===== src/hdl/fba_pkg.sv =====
package fba_pkg;

  localparam int POOL_BLOCKS = 1024;
  localparam int IDX_W       = 10;
  localparam int CNT_W       = 11;
  localparam int USED_W      = 12;
  localparam int CTR_W       = 32;
  localparam int STRIDE_W    = 16;
  localparam int OFF_W       = 22;
  localparam int REM_W       = STRIDE_W + IDX_W;

  typedef enum logic [1:0] {
    OP_ALLOC = 2'd0,
    OP_FREE  = 2'd1,
    OP_CLEAR = 2'd2,
    OP_QUERY = 2'd3
  } op_t;

  typedef enum logic [2:0] {
    ST_OK         = 3'd0,
    ST_EXHAUSTED  = 3'd1,
    ST_NOT_OWNED  = 3'd2,
    ST_NOT_ACTIVE = 3'd3,
    ST_OVERFLOW   = 3'd4
  } status_t;

  localparam logic [2:0] CFG_BLOCK_SIZE  = 3'd0;
  localparam logic [2:0] CFG_ALIGN_LOG2  = 3'd1;
  localparam logic [2:0] CFG_SLAB_BLOCKS = 3'd2;
  localparam logic [2:0] CFG_MAX_BLOCKS  = 3'd3;
  localparam logic [2:0] CFG_TRACKING    = 3'd4;

  typedef struct packed {
    op_t         op;
    logic [31:0] handle_offset;
    logic        is_null;
  } in_item_t;

  typedef struct packed {
    logic [2:0]       status;
    logic [OFF_W-1:0] block_offset;
    logic [CNT_W-1:0] in_use_cnt;
    logic [CNT_W-1:0] stack_cnt;
    logic [CNT_W-1:0] grown_cnt;
    logic [CNT_W-1:0] peak_used;
    logic [CNT_W-1:0] slab_cnt;
    logic [CTR_W-1:0] alloc_count;
    logic [CTR_W-1:0] free_count;
    logic [CTR_W-1:0] failed_count;
  } out_item_t;

  typedef struct packed {
    op_t              op;
    logic             is_null;
    logic             owned_ok;
    logic [IDX_W-1:0] q;
  } work_t;

  function automatic logic [STRIDE_W-1:0] fba_stride(input logic [12:0] bs,
                                                     input logic [3:0] al_log2);
    logic [STRIDE_W-1:0] b;
    logic [STRIDE_W-1:0] a;
    logic [STRIDE_W-1:0] m;
    b = (bs < 13'd8) ? STRIDE_W'(8) : STRIDE_W'(bs);
    a = STRIDE_W'(1) << al_log2;
    if (a < STRIDE_W'(8)) a = STRIDE_W'(8);
    m = a - STRIDE_W'(1);
    return (b + m) & ~m;
  endfunction

endpackage


===== src/hdl/fba_queue.sv =====
module fba_queue import fba_pkg::*; (
  input  logic  clk,
  input  logic  rst,
  input  logic  push_valid,
  output logic  push_ready,
  input  work_t push_item,
  output logic  pop_valid,
  input  logic  pop_ready,
  output work_t pop_item
);

  work_t      entries [2];
  logic       wr_ptr;
  logic       rd_ptr;
  logic [1:0] count;
  logic       do_push;
  logic       do_pop;

  assign push_ready = (count != 2'd2);
  assign pop_valid  = (count != 2'd0);
  assign pop_item   = entries[rd_ptr];
  assign do_push    = push_valid && push_ready;
  assign do_pop     = pop_valid && pop_ready;

  always_ff @(posedge clk) begin
    if (do_push) entries[wr_ptr] <= push_item;
  end

  always_ff @(posedge clk) begin
    if (rst) begin
      wr_ptr <= 1'b0;
      rd_ptr <= 1'b0;
      count  <= 2'd0;
    end else begin
      if (do_push) wr_ptr <= ~wr_ptr;
      if (do_pop) rd_ptr <= ~rd_ptr;
      count <= count + 2'(do_push) - 2'(do_pop);
    end
  end

endmodule


===== config.mk =====
export PLATFORM = sky130hd
export DESIGN_NAME = fba_queue
export DESIGN_NICKNAME = d
export VERILOG_FILES = /design/src/hdl/fba_pkg.sv /design/src/hdl/fba_queue.sv
export SDC_FILE = /design/constraint.sdc
export NUM_CORES = 1
export LEC_CHECK = 0
export BUFFER_PORTS_ARGS = -buffer_cell sky130_fd_sc_hd__buf_4
export CORE_MARGIN = 5
export CORE_UTILIZATION = 45
export CTS_BUF_LIST = sky130_fd_sc_hd__clkbuf_16
export DETAILED_ROUTE_END_ITERATION = 10
export PLACE_DENSITY = 0.73
export SYNTH_ARGS = -nofsm -noshare
export SYNTH_HDL_FRONTEND = slang
export SYNTH_SLANG_ARGS = --single-unit

===== constraint.sdc =====
create_clock -name clk -period 3.66 [get_ports clk]
set_input_delay 0.549 -clock clk [delete_from_list [all_inputs] [get_ports clk]]
set_output_delay 0.549 -clock clk [all_outputs]
set_load 0.02 [all_outputs]

; Yosys cells after proc, flatten, opt, wreduce, memory -nomap -nowiden
; Memory sizes are Yosys's and may differ from the RTL's. A register that Yosys moved wholly into a read port is not among the register bits.
; Index checks and enable logic that the tools add are counted.
; W data, S select, Z words.
[classes]
n_eq_ne = 1
mux = 4
addsub = 2
n_bitwise = 2
reduce_logical = 3
[ops]
columns = operator, count
row1 = $mux W1, 4
row2 = $add A2 B1 Y2, 1
row3 = $logic_and A1 B1 Y1, 2
row4 = $ne A2 B2 Y1 const B, 1
row5 = $not A1 Y1, 2
row6 = $reduce_bool A2 Y1, 1
row7 = $sub A2 B1 Y2, 1
[word_totals]
memories = 1
reg_bits = 4
output_inout_bits = 16
mem_bits_rw = 28
inputBits = 18
elab_cells = 16
[memory_table]
columns = name, depth, word_bits, read_ports, rd_ports_with_merged_regs, wr, line_no
row1 = entries, 2, 14, 1, 1, 1, fba_queue.sv:12  ; work_t entries [2];

; Longest topological paths before layout
[logic_depth]
word_depth = 4
depth_mapped = 8

; Worst setup path before layout
; OpenSTA, ideal clock, no wires.
[synth_timing]
path_type = flip-flop to flip-flop
from = register count[0]
to = memory entries[0][0] in the netlist's numbering (enable)
synth_period_minus_slack_ns = 1.639
t_arrival_ns = 1.254
setup_ns = 0.384
setup_slack_ns = 2.021
stages_incl_launch_ff = 4
required_ns = 3.276
path_cell_list = dfxtp_1 -> nand2b_2 -> nand2_2 -> nor2_1
[synth_via]
elab_chain_len = 4
[synth_lines]
columns = item, line_no
row1 = from (decl), fba_queue.sv:15  ; logic [1:0] count;
row2 = from (signal assigned), fba_queue.sv:37  ; count <= count + 2'(do_push) - 2'(do_pop);
row3 = $ne A2 B2 Y1, fba_queue.sv:19  ; assign push_ready = (count != 2'd2);
row4 = named net push_ready, fba_queue.sv:5  ; output logic push_ready,
row5 = $logic_and A1 B1 Y1, fba_queue.sv:22  ; assign do_push = push_valid && push_ready;
row6 = $mux W1, fba_queue.sv:26  ; if (do_push) entries[wr_ptr] <= push_item;
row7 = $mux W1 (implied by the code), fba_queue.sv:26
row8 = to (decl), fba_queue.sv:12
; The timed path passes the listed nets, and every way through them passes these cells.

==> impl_metrics.tcl <==
set metrics [dict create \
    critical_path_class "reg -> out" \
    grt_pass1_wl_um 3570 \
    ys_ff_latch 33 \
    yosys_warnings 0 \
    synth_commonest_cells "28 x edfxtp_1, 11 x mux2_4, 5 x dfxtp_1, 5 x nor2_1, 4 x mux2_1" \
    clkTransAtPathRegs_ps 50 \
    synth_edf_count 28 \
    io_pins 34 \
    netlist_instances 67 \
    power.leakage_nw 0.697 \
    finalNonFillerCells 139 \
    seqPwrFrac 0.412 \
    initial_core_util 0.466 \
    clock_tree.htree_level_count 2 \
    whs_ps 458 \
    pwr-share-clk 0.304 \
    core-area_um2 2760 \
    drtIter0Drc 16 \
    placed_area_um2 1570 \
    cts_tree "built" \
    n_fill_cell 207 \
    setup_ws_ps 1450 \
    nNetsFinal 127 \
    synth_top_area_cell "edfxtp_1" \
    grt_max_degree 15 \
    wl_per_cell_um 14.6 \
    clk_latency_ps 270 \
    die_area_um2 4020 \
    p_switching_uw 355 \
    status "completed" \
    numCtsBuffers 5 \
    startpoint_type "register" \
    switching_share 0.279 \
    p_int_uw 918 \
    cp-end-kind "primary output" \
    gp_congestion 0.685 \
    rows 19 \
    mappedNetlistArea_um2 1280 \
    grt_overflow 0 \
    regToRegSetupSlack_ps 2040 \
    vias 675 \
    postLayoutCellArea_um2 1710 \
    antenna_found_initial 0 \
    required_ps 3110 \
    setup_viol 0 \
    worst-path-max-fanout 14 \
    reg2reg_from "count[0]" \
    diodes 0 \
    synthesis.nets 87 \
    timing.rr.end "entries[0][4]" \
    dieWidth_um 63.4 \
    synth.most_common_cell "edfxtp_1" \
    post-place-ws_ps 1720 \
    synth_ff_type "edfxtp_1" \
    synth_top_area_share 0.654 \
    port_buffers 33 \
    fmax_mhz 453 \
    multiInputGateArea_um2 329 \
    viasPerCell 4.86 \
    hold_buffers 0 \
    drc 0 \
    endpoint "pop_item[2]" \
    post_cts_buffers 0 \
    power.density_nw_per_um2 744 \
    skew_ps 6.55 \
    dp_hpwl_um 1460 \
    dpl.cell_count 131 \
    ys_top_cells_by_area "edfxtp_1 65%, mux2_4 13%, dfxtp_1 7.8%, mux2_1 3.5%, ha_1 1.9%" \
    fin_crit_ps 2210 \
    fin_util 0.620 \
    min_period_over_period 0.604 \
    area_growth_pct 33.1 \
    max-vdd-ir-drop_mv 0.640 \
    worstMarginPinSlew_ps 811 \
    cp.arrival_ps 1660 \
    dr.pass1.iters 4 \
    reg2reg_depth 4 \
    yosysSeqAreaShare 0.732 \
    grt_setup_unrepaired "no" \
    root_buffer "clkbuf_16" \
    synth.distinct_cells 16 \
    regArea_um2 941 \
    relSlewSlack 0.459 \
    synth_async_sr_flop_share 0 \
    syn_area_per_cell_um2 19.2 \
    die_y_um 63.4 \
    cts_resized 0 \
    setup-tns-final_ps 0 \
    routed_wirelength_um 2030 \
    report.final.hold_viol_count 0 \
    clockBufferDepth 2 \
    grt_use_total 0.118 \
    grt_pass1_vias 772 \
    drv_cap 0 \
    cts.sinks 33 \
    power_mw 1.27 \
    antenna_left 0 \
    pwr-share-comb 0.284 \
    drive_gt1_frac 0.519 \
    final_max_slew_viol_count 0 \
    min_path_type "in -> reg" \
]
-- placed cells by master (no fill, tap or decap) --
cell type and count:
ha_1 2, xor2_1 1, o21a_2 1, nand2_2 1, buf_4 34, clkinv_2 2, edfxtp_1 28, nor2b_1 2
xnor2_1 2, clkbuf_16 5, mux2_4 11, inv_1 1, and3_1 1, nor2_1 5, clkinvlp_4 1, mux2_1 4
nand2b_2 1, or2_1 1, dfxtp_1 5
-- critical path, cell delays in order, from the launching register on --
cell,delay (ps)
dfxtp_1,840
mux2_1,390
buf_4,160
-- power by group through the flow --
stage	registers [mW]	clock network, mW	logic (mW)
final	0.525	0.387	0.361
after global routing	0.535	0.417	0.389
after CTS	0.526	0.395	0.369
after detailed placement	0.533	0	0.365
after global placement	0.529	0	0.359
after floorplan	0.506	0	0.259
-- cell families (layout without fill, tap and decap cells) --
group	after synthesis	after routing	share of synthesized area
AOI/OAI and AO/OA	1	1	0.00682
xor gates and xnor gates	3	3	0.0205
adders and majority gates	2	2	0.0195
buffers and inverters	2	43	0.0117
DFF	33	33	0.732
muxes	15	15	0.164
and+or+nand+nor	11	11	0.0458
-- worst min path at each step --
stage | start | to | slack (ps) | depth (start not counted)
4_1_cts | push_item[9] | entries[1][9] | 450 | 1
5_1_grt | push_item[9] | entries[1][9] | 450 | 1
3_5_place_dp | rd_ptr | rd_ptr | 510 | 2
2_1_floorplan | rd_ptr | register | 480 | 2
6_report | push_item[9] | entries[1][9] | 460 | 1
3_3_place_gp | rd_ptr | rd_ptr | 490 | 2
-- layer usage --
layer	vias up	track usage	wire length [µm]
li1	326	-	-
met1	311	0.127	805
met2	31	0.192	1010
met3	7	0.0586	176
met4	0	0.0545	38
met5	-	0	0
-- registers in the layout (all words and copies together) (netlist names), named ones only --
register,cells
count,2
entries,28
rd_ptr,1
wr_ptr,1
-- cell type report --
class                           count  share of cell area
Clock inverter                      3              0.0102
Sequential cell                    33               0.550
Clock buffer                        5              0.0732
Multi-Input combinational cell     32               0.192
Inverter                            1             0.00219
Tap cell                           31              0.0227
Timing Repair Buffer               34               0.149
Power figures use the tool's default switching activity.
