### src/hdl/fba_pkg.sv
package fba_pkg;

  localparam int POOL_BLOCKS = 1024;
  localparam int IDX_W       = 10;
  localparam int CNT_W       = 11;
  localparam int USED_W      = 12;
  localparam int CTR_W       = 32;
  localparam int STRIDE_W    = 16;
  localparam int OFF_W       = 22;
  localparam int REM_W       = STRIDE_W + IDX_W;

  typedef enum logic [1:0] {
    OP_ALLOC = 2'd0,
    OP_FREE  = 2'd1,
    OP_CLEAR = 2'd2,
    OP_QUERY = 2'd3
  } op_t;

  typedef enum logic [2:0] {
    ST_OK         = 3'd0,
    ST_EXHAUSTED  = 3'd1,
    ST_NOT_OWNED  = 3'd2,
    ST_NOT_ACTIVE = 3'd3,
    ST_OVERFLOW   = 3'd4
  } status_t;

  localparam logic [2:0] CFG_BLOCK_SIZE  = 3'd0;
  localparam logic [2:0] CFG_ALIGN_LOG2  = 3'd1;
  localparam logic [2:0] CFG_SLAB_BLOCKS = 3'd2;
  localparam logic [2:0] CFG_MAX_BLOCKS  = 3'd3;
  localparam logic [2:0] CFG_TRACKING    = 3'd4;

  typedef struct packed {
    op_t         op;
    logic [31:0] handle_offset;
    logic        is_null;
  } in_item_t;

  typedef struct packed {
    logic [2:0]       status;
    logic [OFF_W-1:0] block_offset;
    logic [CNT_W-1:0] in_use_cnt;
    logic [CNT_W-1:0] stack_cnt;
    logic [CNT_W-1:0] grown_cnt;
    logic [CNT_W-1:0] peak_used;
    logic [CNT_W-1:0] slab_cnt;
    logic [CTR_W-1:0] alloc_count;
    logic [CTR_W-1:0] free_count;
    logic [CTR_W-1:0] failed_count;
  } out_item_t;

  typedef struct packed {
    op_t              op;
    logic             is_null;
    logic             owned_ok;
    logic [IDX_W-1:0] q;
  } work_t;

  function automatic logic [STRIDE_W-1:0] fba_stride(input logic [12:0] bs,
                                                     input logic [3:0] al_log2);
    logic [STRIDE_W-1:0] b;
    logic [STRIDE_W-1:0] a;
    logic [STRIDE_W-1:0] m;
    b = (bs < 13'd8) ? STRIDE_W'(8) : STRIDE_W'(bs);
    a = STRIDE_W'(1) << al_log2;
    if (a < STRIDE_W'(8)) a = STRIDE_W'(8);
    m = a - STRIDE_W'(1);
    return (b + m) & ~m;
  endfunction

endpackage

### src/hdl/fba_front.sv
module fba_front import fba_pkg::*; (
  input  logic                clk,
  input  logic                rst,
  input  logic                in_valid,
  output logic                in_ready,
  input  in_item_t            in_data,
  input  logic [STRIDE_W-1:0] stride,
  output logic                push_valid,
  input  logic                push_ready,
  output work_t               push_item
);

  typedef enum logic [2:0] {
    F_IDLE = 3'b001,
    F_DIV  = 3'b010,
    F_PUSH = 3'b100
  } fstate_t;

  fstate_t          state;
  op_t              op;
  logic             is_null;
  logic             owned_ok;
  logic [IDX_W-1:0] q;
  logic [REM_W-1:0] rem;
  logic [REM_W-1:0] dvs;
  logic [3:0]       div_step;

  logic             in_range;
  logic             needs_div;
  logic             ge;
  logic [REM_W-1:0] rem_sub;

  assign in_range  = in_data.handle_offset < {{(32-REM_W){1'b0}}, stride, {IDX_W{1'b0}}};
  assign needs_div = (in_data.op == OP_FREE || in_data.op == OP_QUERY) && !in_data.is_null
                     && in_range;
  assign ge        = rem >= dvs;
  assign rem_sub   = ge ? rem - dvs : rem;

  assign in_ready   = (state == F_IDLE);
  assign push_valid = (state == F_PUSH);
  assign push_item  = '{op: op, is_null: is_null, owned_ok: owned_ok, q: q};

  always_ff @(posedge clk) begin
    if (rst) begin
      state <= F_IDLE;
    end else begin
      unique case (state)
        F_IDLE: begin
          if (in_valid) begin
            op       <= in_data.op;
            is_null  <= in_data.is_null;
            owned_ok <= 1'b0;
            q        <= '0;
            rem      <= in_data.handle_offset[REM_W-1:0];
            dvs      <= {1'b0, stride, {(IDX_W-1){1'b0}}};
            div_step <= 4'(IDX_W - 1);
            state    <= needs_div ? F_DIV : F_PUSH;
          end
        end
        F_DIV: begin
          rem <= rem_sub;
          q   <= {q[IDX_W-2:0], ge};
          dvs <= dvs >> 1;
          if (div_step == 4'd0) begin
            owned_ok <= (rem_sub == '0);
            state    <= F_PUSH;
          end else begin
            div_step <= div_step - 4'd1;
          end
        end
        F_PUSH: begin
          if (push_ready) state <= F_IDLE;
        end
        default: state <= F_IDLE;
      endcase
    end
  end

endmodule

### config.mk
export PLATFORM = sky130hd
export DESIGN_NAME = fba_front
export DESIGN_NICKNAME = d
export VERILOG_FILES = /design/src/hdl/fba_pkg.sv /design/src/hdl/fba_front.sv
export SDC_FILE = /design/constraint.sdc
export NUM_CORES = 1
export LEC_CHECK = 0
export BUFFER_PORTS_ARGS = -buffer_cell sky130_fd_sc_hd__clkbuf_2
export CORE_UTILIZATION = 65
export CTS_BUF_LIST = sky130_fd_sc_hd__clkbuf_8
export DETAILED_ROUTE_END_ITERATION = 8
export GPL_ROUTABILITY_DRIVEN = 1
export HOLD_SLACK_MARGIN = 0.03
export PLACE_DENSITY = 0.95
export SYNTH_ARGS = -nofsm -noshare
export SYNTH_HDL_FRONTEND = slang
export SYNTH_SLANG_ARGS = --single-unit
### constraint.sdc
create_clock -name clk -period 12.55 [get_ports clk]
set_clock_uncertainty 0.2 [all_clocks]
set_input_delay 0.6275 -clock clk [delete_from_list [all_inputs] [get_ports clk]]
set_output_delay 0.6275 -clock clk [all_outputs]
set_load 0.02 [all_outputs]
### After elaboration in Yosys (flattened, before gate mapping)

Cells that the tools add are included.

| cells by class | value |
|---|---|
| $add $sub $neg | 2 |
| $lt $le $gt $ge | 2 |
| eq/ne operators | 9 |
| mux-type cells | 18 |
| bitwise logic cells | 1 |
| reductions and logical operators | 12 |

Operators by type and width:

| operator | number |
|---|---|
| $pmux 26 s2 | 2 |
| $mux 26 | 3 |
| $lt 32x26->1 | 1 |
| $ge 26x26->1 | 1 |
| $logic_not 26->1 | 1 |
| $sub 26x26->26 | 1 |
| $pmux 10 s2 | 1 |
| $mux 3 | 4 |
| $mux 10 | 1 |
| $pmux 3 s3 | 1 |
| $reduce_and 3->1 | 3 |
| $mux 4 | 2 |
| $pmux 4 s2 | 1 |
| $reduce_and 4->1 | 2 |
| $ne 2x2->1 const B | 3 |
| $logic_not 4->1 | 1 |
| $sub 4x1->4 const B | 1 |
| $eq 3x1->1 const B | 1 |
| $eq 3x2->1 const B | 1 |
| $eq 3x3->1 const B | 1 |
| $eq 2x1->1 const B | 1 |
| $eq 2x2->1 const B | 1 |
| $logic_and 1x1->1 | 2 |
| $mux 1 | 2 |
| 6 further kinds | 6 |

| storage, ports and cells | value |
|---|---|
| register bits | 73 |
| input bits | 55 |
| output and inout port bits | 16 |
| word-level logic and storage cells | 52 |

### Logic depth before layout (Yosys ltp)

| logic depth | value |
|---|---|
| depth after elaboration | 7 |
| gate-level depth with buffers | 13 |
| mapped depth without buffers | 12 |

### Worst setup path before layout

No wires, ideal clock.

| timing | value |
|---|---|
| kind | register to register |
| start | reg state[0] |
| end | reg owned_ok, enable pin |
| setup time | 305 ps |
| data arrival time | 4,610 ps |
| data required time | 12,045 ps |
| path slack | 7,435 ps |
| cell stages (with the launch flop) | 5 |
| buffers on the path | 0 |
| path through | dfxtp_1 -> nor3b_1 -> nand2_1 -> a21oi_1 -> and2_1 |

| on the way | value |
|---|---|
| longest elaborated chain between the ends | 3 |

Ends and longest elaborated chain:

| item | RTL line | RTL |
|---|---|---|
| start: declaration | fba_front.sv:19 | `fstate_t state;` |
| start signal: assignment | fba_front.sv:57 | `state <= needs_div ? F_DIV : F_PUSH;` |
| $eq 3x1->1 (*) | -- |  |
| via in_ready | fba_front.sv:5 | `output logic in_ready,` |
| $ne 2x2->1 (no line) / $reduce_bool 2->1 (equally long branches) | -- |  |
| $reduce_and 4->1 (no line) (*) | -- |  |
| end signal: assignment | fba_front.sv:65 | `owned_ok <= (rem_sub == '0);` |
| end: declaration | fba_front.sv:22 | `logic owned_ok;` |

Mark *: on every way through the listed nets, which the timed path passes. The rest lies on a longest branch.
A chain may end at the register's enable or synchronous reset.

### Worst setup path after layout

| timing | value |
|---|---|
| start | reg rem[0] |
| end | reg owned_ok (data pin) |

| on the way | value |
|---|---|
| longest elaborated chain between the ends | 5 |

Ends and longest elaborated chain:

| item | RTL line | RTL |
|---|---|---|
| start: declaration | fba_front.sv:24 | `logic [REM_W-1:0] rem;` |
| start signal: assignment | fba_front.sv:54 | `rem <= in_data.handle_offset[REM_W-1:0];` |
| start signal: assignment | fba_front.sv:61 | `rem <= rem_sub;` |
| $sub 26x26->26 / $ge 26x26->1 (equally long branches) | fba_front.sv:37, fba_front.sv:36 |  |
| $mux 26 (*) | fba_front.sv:37 | `assign rem_sub = ge ? rem - dvs : rem;` |
| $logic_not 26->1 (*) | fba_front.sv:65 |  |
| $mux 1 (*) | fba_front.sv:64 | `if (div_step == 4'd0) begin` |
| $pmux 1 s2 (*) | fba_front.sv:47 | `unique case (state)` |

Every way passes the cells marked *; elsewhere a longest branch is shown, timed or not. The select of a mux whose other input is x is not followed.

==> reports/qor.csv <==
metric;value;unit
run status;complete, no violations;
Pleak;2.59;nW
H-tree levels;3;
metal3 WL;946;um
via count;4676;
Peak Freq;231;MHz
DIE AREA;8560;sq um
pre-CTS setup slack;8320;ps
Clock transition at path regs;80;ps
Clk Latency, worst-skew pair;350;ps
Final Slew Violations;0;
Non-Filler Instances;752;
largest cells by area after synthesis;edfxtp_1, ha_1, nand2_1;
placer congestion estimate;0.926;
Final WS setup;8220;ps
width of the chip;92.5;um
Clk pwr share;30.0;%
Vias/cell;6.22;
setup repair bufs after CTS;0;
sequential share of power;46.1;%
prevailing post-synth register cell;edfxtp_1;
final setup fails;0;
TritonCTS Sinks;72;
Gate power share;23.9;%
CTS Hold Buffers Added;0;
count leader, synth;nand2_1;
largest net degree at the start of global routing;69;
# diodes;0;
Syn. warnings;0;
crit path max fanout;35;
Psw;0.000192;W
I/O pin count;71;
Tot Pwr;0.000615;W
startpoint types;flop;
Detailed Routing Iterations Pass 1;5;
design area;5890;sq um
layout cells sized above 1;16.3;%
Die Span Y;92.5;um
post-synthesis instance total;591;
Synth Cell Area;5330;sq um
setup TNS;0;ps
Post-synth EDFFs;69;
CTS root buf;clkbuf_8;
DR WL met2;6340;um
Seq/Total Area, Yosys;40.0;%
Int Pwr;0.000423;W
CTS tree;built;
Slew @ Worst Pin;1040;ps
Distinct cells, synth;63;
first-pass GRT wire length;21600;um
Nets;742;
Longest Clk Path Bufs;2;
placement row count;32;
Port Buffers;70;
initial antenna violation count;0;
Congestion Overflow GR;0;
fin crit period;4330;ps
RSZ-0062 raised after global routing;false;
Area Overhead vs Synth;10.5;%
Tot GR Track Use;32.1;%
Starting Density;68.2;%
Num CTS Buffers;9;
Synth async-reset ratio;0;%
Post-DP HPWL;9710;um
max_slew headroom;30.6;%
Avg Cell Area, Syn;9.01;sq um
Routed wire per std cell;17.5;um
dpl cell area;5700;sq um
Worst setup EP type;flop;
Synth area leader;edfxtp_1;
Max-Cap Viols;0;
Routed Antenna Nets;0;
most common library cells after synthesis;nand2_1, edfxtp_1, nor2_1;
post-synth top area share;38.9;%
Placeable Area;7810;sq um
top layer in use;met4;
DRC;0;
vias in the first global route;4618;
Min-Delay Path Class;in -> reg;
final wirelength;13100;um
pwr/cell area;104;nW/um^2
Worst Path Arrival;4340;ps
Placed Cells;736;
Initial DRC Count;334;
Worst IR Drop VDD;0.0000552;V
Yosys reg bits;72;
M1 WL;5560;um
Synthesized Nets;688;
final period utilization;34.5;%
WP data required;12570;ps
Post-CTS Resized;0;
Hold Fails Final Rpt;0;
sw frac;31.2;%
WS Path Type;reg -> reg;
-- stage by stage --
| stage | hold slack (ps) | util [%] |
|---|---|---|
| after floorplan | 322 | - |
| after global placement | 337 | 73.0 |
| after detailed placement | 343 | 73.0 |
| after CTS | 239 | 75.4 |
| after global routing | 242 | 75.4 |
| final | 250 | 75.4 |
-- cell type report --
cell class	count	area, sq um
clock buffers	9	124
clock inverters	7	65.1
fillers	548	1920
inverters	51	191
multi-input cells	438	2870
flip-flops and latches	72	2130
well taps	102	128
repair buffers	73	373
-- sequential cells by signal, indices dropped and copies added, names as in the netlist --
name / cells
dvs: 25
is_null: 1
rem: 26
op: 2
div_step: 4
state: 3
owned_ok: 1
q: 10
-- power by group through the flow --
stage	clock (W)	combinational, W	sequential (W)
after floorplan	0	0.000104	0.000289
after global placement	0	0.000138	0.000288
after detailed placement	0	0.000143	0.000289
after CTS	0.000183	0.000145	0.000283
after global routing	0.000193	0.000161	0.000284
final	0.000185	0.000147	0.000283
-- critical path, stage by stage (launching register included) --
cell	delay [ps]
edfxtp_1	430
inv_1	70
ha_1	220
fa_1	430
nor2b_1	190
o31a_1	290
a21oi_1	100
or3_1	360
nand3_2	500
inv_1	600
o41ai_1	540
and4b_1	230
-- final timing paths --
| path | depth (start not counted) | startpoint | slack (ps) | to |
|---|---|---|---|---|
| hold reg to reg | 2 | dvs[15] | 360 | dvs[14] |
| setup reg to reg | 11 | rem[0] | 8220 | owned_ok |
| setup / recovery | 11 | rem[0] | 8220 | owned_ok |
| hold / removal | 1 | in_data[34] | 250 | op[1] |
-- placed cells by master, fill, tap and decap left out, drive strengths merged, types with 9 or more instances in the layout --
| cell type | n |
|---|---|
| a21oi | 27 |
| and3 | 13 |
| a31oi | 22 |
| a211oi | 9 |
| a21o | 20 |
| xnor2 | 15 |
| o21ai | 38 |
| nor2 | 53 |
| clkbuf | 79 |
| inv | 52 |
| nand2 | 75 |
| ha | 41 |
| nand4 | 9 |
| o21a | 12 |
| nand3 | 11 |
| nor3 | 12 |
| edfxtp | 69 |
-- cells by family after synthesis --
group | after synthesis | share of synthesized area [%]
buffers and inverters | 81 | 6.25
xor gates and xnor gates | 22 | 3.62
AOI/OAI and AO/OA | 157 | 20.1
and+or+nand+nor | 211 | 18.8
adders and majority gates | 42 | 10.0
DFF | 72 | 40.0
muxes | 6 | 1.15
-- routing by layer --
layer	track usage [%]	vias up
li1	-	2243
met1	42.6	2164
met2	53.1	239
met3	5.25	30
met4	11.5	0
met5	0	-
No activity file was read; power rests on OpenSTA's default activity.
